<file path="src/hdl/gha_pkg.sv">
`timescale 1ns / 1ps
// Shared types, constants and helpers for the generational handle slot allocator.
package gha_pkg;

    localparam int SLOTS_PER_POOL = 256;
    localparam int POOL_COUNT     = 16;
    localparam int SALT_BITS      = 16;
    localparam int HANDLE_W       = 28;

    localparam int SB        = $clog2(SLOTS_PER_POOL);
    localparam int PB        = $clog2(POOL_COUNT);
    localparam int POOL_W    = (PB > 0) ? PB : 1;
    localparam int HEAD_W    = SB + 1;
    localparam int OPEN_W    = $clog2(POOL_COUNT + 1);
    localparam int ADDR_W    = SB + PB;
    localparam int MEM_DEPTH = 1 << ADDR_W;
    localparam int EXT_W     = HANDLE_W + SALT_BITS + SB + PB;

    localparam int QDEPTH = 2;
    localparam int QPTR_W = $clog2(QDEPTH);
    localparam int QCNT_W = $clog2(QDEPTH + 1);

    localparam logic [1:0] FN_ALLOC  = 2'd0;
    localparam logic [1:0] FN_FREE   = 2'd1;
    localparam logic [1:0] FN_LOOKUP = 2'd2;

    localparam logic [1:0] ST_DONE    = 2'd0;
    localparam logic [1:0] ST_FULL    = 2'd1;
    localparam logic [1:0] ST_NO_POOL = 2'd2;
    localparam logic [1:0] ST_STALE   = 2'd3;

    typedef struct packed {
        logic [1:0]          func;
        logic [HANDLE_W-1:0] handle;
    } req_t;

    typedef struct packed {
        logic                ok;
        logic [HANDLE_W-1:0] out_handle;
        logic [1:0]          status;
    } rsp_t;

    typedef enum logic [1:0] {
        OP_ALLOC,
        OP_FREE,
        OP_LOOKUP,
        OP_NOP
    } op_kind_t;

    // A classified request as it travels from the front end to the back end.
    typedef struct packed {
        op_kind_t             kind;
        logic [SB-1:0]        slot;
        logic [POOL_W-1:0]    pool;
        logic [SALT_BITS-1:0] salt;
        logic                 pool_range_bad;
        logic                 slot_range_bad;
        logic [HANDLE_W-1:0]  handle;
    } op_t;

    typedef struct packed {
        logic [HEAD_W-1:0]    next;
        logic [SALT_BITS-1:0] salt;
        logic                 live;
    } slot_word_t;

    typedef enum logic {
        BK_ISSUE,
        BK_EXEC
    } back_state_t;

    function automatic logic [HANDLE_W-1:0] pack_handle(
        input logic [SB-1:0]        slot,
        input logic [POOL_W-1:0]    pool,
        input logic [SALT_BITS-1:0] salt
    );
        logic [EXT_W-1:0] full;
        full = EXT_W'(slot) | (EXT_W'(pool) << SB) | (EXT_W'(salt) << (SB + PB));
        return full[HANDLE_W-1:0];
    endfunction

endpackage

</file>
<file path="src/hdl/gha_queue.sv">
`timescale 1ns / 1ps
// Short queue of classified requests between the front end and the back end.
module gha_queue (
    input  logic         clk,
    input  logic         rst_n,
    input  logic         push,
    input  gha_pkg::op_t push_op,
    output logic         full,
    output logic         valid,
    output gha_pkg::op_t head,
    input  logic         pop
);
    import gha_pkg::*;

    op_t               entry_reg [QDEPTH];
    logic [QPTR_W-1:0] wr_ptr_reg, wr_ptr_next;
    logic [QPTR_W-1:0] rd_ptr_reg, rd_ptr_next;
    logic [QCNT_W-1:0] count_reg, count_next;

    assign full  = count_reg == QCNT_W'(QDEPTH);
    assign valid = count_reg != '0;
    assign head  = entry_reg[rd_ptr_reg];

    always_comb
    begin
        wr_ptr_next = push ? wr_ptr_reg + QPTR_W'(1) : wr_ptr_reg;
        rd_ptr_next = pop ? rd_ptr_reg + QPTR_W'(1) : rd_ptr_reg;
        case ({push, pop})
            2'b10:   count_next = count_reg + QCNT_W'(1);
            2'b01:   count_next = count_reg - QCNT_W'(1);
            default: count_next = count_reg;
        endcase
    end

    always_ff @(posedge clk or negedge rst_n)
    begin
        if (!rst_n)
        begin
            wr_ptr_reg <= '0;
            rd_ptr_reg <= '0;
            count_reg  <= '0;
        end
        else
        begin
            wr_ptr_reg <= wr_ptr_next;
            rd_ptr_reg <= rd_ptr_next;
            count_reg  <= count_next;
        end
    end

    always_ff @(posedge clk)
    begin
        if (push)
        begin
            entry_reg[wr_ptr_reg] <= push_op;
        end
    end

endmodule

</file>
<file path="config.mk">
export PLATFORM = sky130hd
export DESIGN_NAME = gha_queue
export DESIGN_NICKNAME = d
export VERILOG_FILES = /design/src/hdl/gha_pkg.sv /design/src/hdl/gha_queue.sv
export SDC_FILE = /design/constraint.sdc
export NUM_CORES = 1
export LEC_CHECK = 0
export ABC_AREA = 1
export BUFFER_PORTS_ARGS = -buffer_cell sky130_fd_sc_hd__clkbuf_2
export CORE_ASPECT_RATIO = 1.5
export CORE_MARGIN = 2
export CORE_UTILIZATION = 52
export DETAILED_ROUTE_END_ITERATION = 16
export PLACE_DENSITY = 0.79
export RECOVER_POWER = 100
export SYNTH_ARGS = -nofsm -noshare
export SYNTH_HDL_FRONTEND = slang
export SYNTH_SLANG_ARGS = --single-unit
</file>
<file path="constraint.sdc">
create_clock -name clk -period 4.05 [get_ports clk]
set_clock_uncertainty 0.05 [all_clocks]
set_input_delay 0.81 -clock clk [delete_from_list [all_inputs] [get_ports clk]]
set_output_delay 0.81 -clock clk [all_outputs]
set_load 0.005 [all_outputs]
</file>
==> impl_results.md <==
* GR Overflow Total at 0
* CTS Buffer Depth at 2
* Worst EP arrival at 3070 ps
* Layout cell share with drive strength beyond 1 at 0.186
* Via count at 2811
* I/O Pins at 126
* CP startpoint kind: input port
* Synth top area share at 0.777
* Least-Margin Pin Slew at 1970 ps
* Data required, critical path at 4030 ps
* TritonCTS buffer count at 17
* Register bit total from synthesis at 124
* RSZ-0062 raised after global routing: false
* Async SR Flop Fraction at 0.0323
* Maxcap violations at 2
* Fillers at 650
* Crit path capture type: flop
* First-pass GRT wire length at 12.0 mm
* Synth area leader: edfxtp_1
* Area grow syn2layout at 25.6%
* CTS Hold Buffers Added at 0
* Routed WL at 8.08 mm
* Post-layout minimum cycle time at 3090 ps
* DIE AREA at 0.00971 mm²
* Count of cell types in the netlist at 15
* Fin Setup TNS at 0 ps
* Initial Utilization at 0.529
* Drc violations at 0
* CTS tree: yes
* Sink Count at 124
* WL/cell at 13.6 µm
* Finished Layout Cells at 593
* Root buffer cell: clkbuf_16
* Via density at 4.74
* Status: finished with violations
* Fin nets at 535
* Clk slew on worst S/H paths at 50 ps
* Final Hold Viols at 0
* Final Setup Violations at 0
* Mapped Avg Cell Area at 13.8 µm²
* Achievable Freq at 324 MHz
* Leak at 0.00240 µW
* Pwr/cell area at 713 mW/mm²
* Core Box Area at 0.00878 mm²
* Most used DFF post-synth: edfxtp_1
* GPL Wtd Cong at 0.726
* Syn nets at 402
* Post-CTS setup repair buffer count at 0
* Sequential Area at 0.00371 mm²
* Area contributors post-synth: edfxtp_1 (78%), o21ai_0 (6.5%), inv_1 (5.3%)
* Placed cell count at 561
* Vias in the first global route at 2571
* Period utilization at 0.762
* CP max FO at 49
* Rows at 42
* CTS H-tree lvls at 4
* Post-DP HPWL at 5.24 mm
* Synthesis warning total at 0
* Hold WC Path Type: input port to async pin
* Largest register FFs at 120
* Area of the multi-input gates at 613 µm²
* Sequential fraction of the synthesis area at 0.798
* Drt pass-1 iters at 4
* Slew margin rel. at -0.314
* Port Buffer Count at 125
* Clk_lat worst skew at 410 ps
* Die H at 120 µm
* Starting DRT DRC Count at 188
* Initial antenna violation count at 0
* Max VDD drop at 498 µV
* Fin. max-slew vios at 111
* Final Hold Slack at 183 ps
* Cell Area, Synth at 0.00464 mm²
* ANT nets after route at 0
* Gate Count Post-Synth at 337
* Critical path class: input port to flop
* Post-synth EDFFs at 120
* Antenna Cells at 0
* Largest net degree at the start of global routing at 122
* Violated checks: capacitance limit, slew limit
* PostCTS Resize Cnt at 0
* Die X at 81.1 µm
* GRT Util Overall at 0.175
[cells in the mapped netlist, types with 2 or more instances]
cell type	number
nand2_1	66
xor2_1	2
o21ai_0	60
nor2_1	2
inv_1	66
buf_4	6
buf_2	3
dfrtp_1	4
edfxtp_1	120
clkbuf_1	3
[path summary, 6_finish.rpt]
| kind | endpoint | cells after the start | start | slack, ps |
|---|---|---|---|---|
| setup reg to reg | entry_reg[1][16] | 3 | wr_ptr_reg | 1090 |
| hold / removal | wr_ptr_reg | 1 | rst_n | 180 |
| min in group clk | count_reg[1] | 2 | count_reg[1] | 440 |
| hold reg to reg | count_reg[1] | 2 | count_reg[1] | 440 |
| max in group asynchronous | rd_ptr_reg | 1 | rst_n | 3540 |
| setup / recovery | entry_reg[1][16] | 4 | push | 960 |
[critical path: stages]
cell,delay [ps]
clkbuf_1,140
nand2_1,70
inv_1,1400
clkbuf_1,640
[routing by layer]
metal | vias up | global-route usage | share of wire
li1 | 1400 | - | -
met1 | 1311 | 0.187 | 0.37
met2 | 90 | 0.293 | 0.55
met3 | 10 | 0.0774 | 0.065
met4 | 0 | 0.0763 | 0.015
met5 | - | 0 | 0
[area by class of cell]
class / count / share of cell area
Sequential cell: 124 / 0.636
Timing Repair Buffer: 127 / 0.0947
Inverter: 66 / 0.0425
Tap cell: 110 / 0.0236
Multi-Input combinational cell: 134 / 0.105
Clock inverter: 8 / 0.0155
Clock buffer: 24 / 0.0826
[cell usage in the layout (no fill, tap or decap), types with 2 or more instances in the layout]
master | synthesis | routed
edfxtp_1 | 120 | 120
clkbuf_1 | 3 | 70
inv_1 | 66 | 66
nand2_1 | 66 | 66
o21ai_0 | 60 | 60
clkbuf_2 | 0 | 60
clkbuf_16 | 0 | 17
clkinv_2 | 0 | 6
clkbuf_8 | 0 | 3
dfrtp_1 | 4 | 3
xor2_1 | 2 | 2
bufinv_16 | 0 | 2
[logic make-up after synthesis]
logic type	count (synthesis)	share of synthesized area
and+or+nand+nor	70	0.0574
buffers and inverters	79	0.0712
adders and majority gates	1	0.00270
xor gates and xnor gates	3	0.00566
AOI/OAI and AO/OA	60	0.0647
DFF	124	0.798
[per-stage QoR]
step           instance area (µm²)  utilization  setup slack [ps]  power, µW
6_report                      5830        0.664               963       4160
4_1_cts                       5920        0.674              1140       4220
3_5_place_dp                  5350        0.609              1510       2800
3_3_place_gp                  5350        0.609              1550       2760
5_1_grt                       5830        0.664               755       4390
2_1_floorplan                 4640            -               135       2370
[report_power, final]
group	switching, µW	total, µW	internal, µW
Sequential	214	1940	1720
Combinational	470	798	328
Clock	477	1420	945
Note: power is estimated with default switching activity, not from simulation.
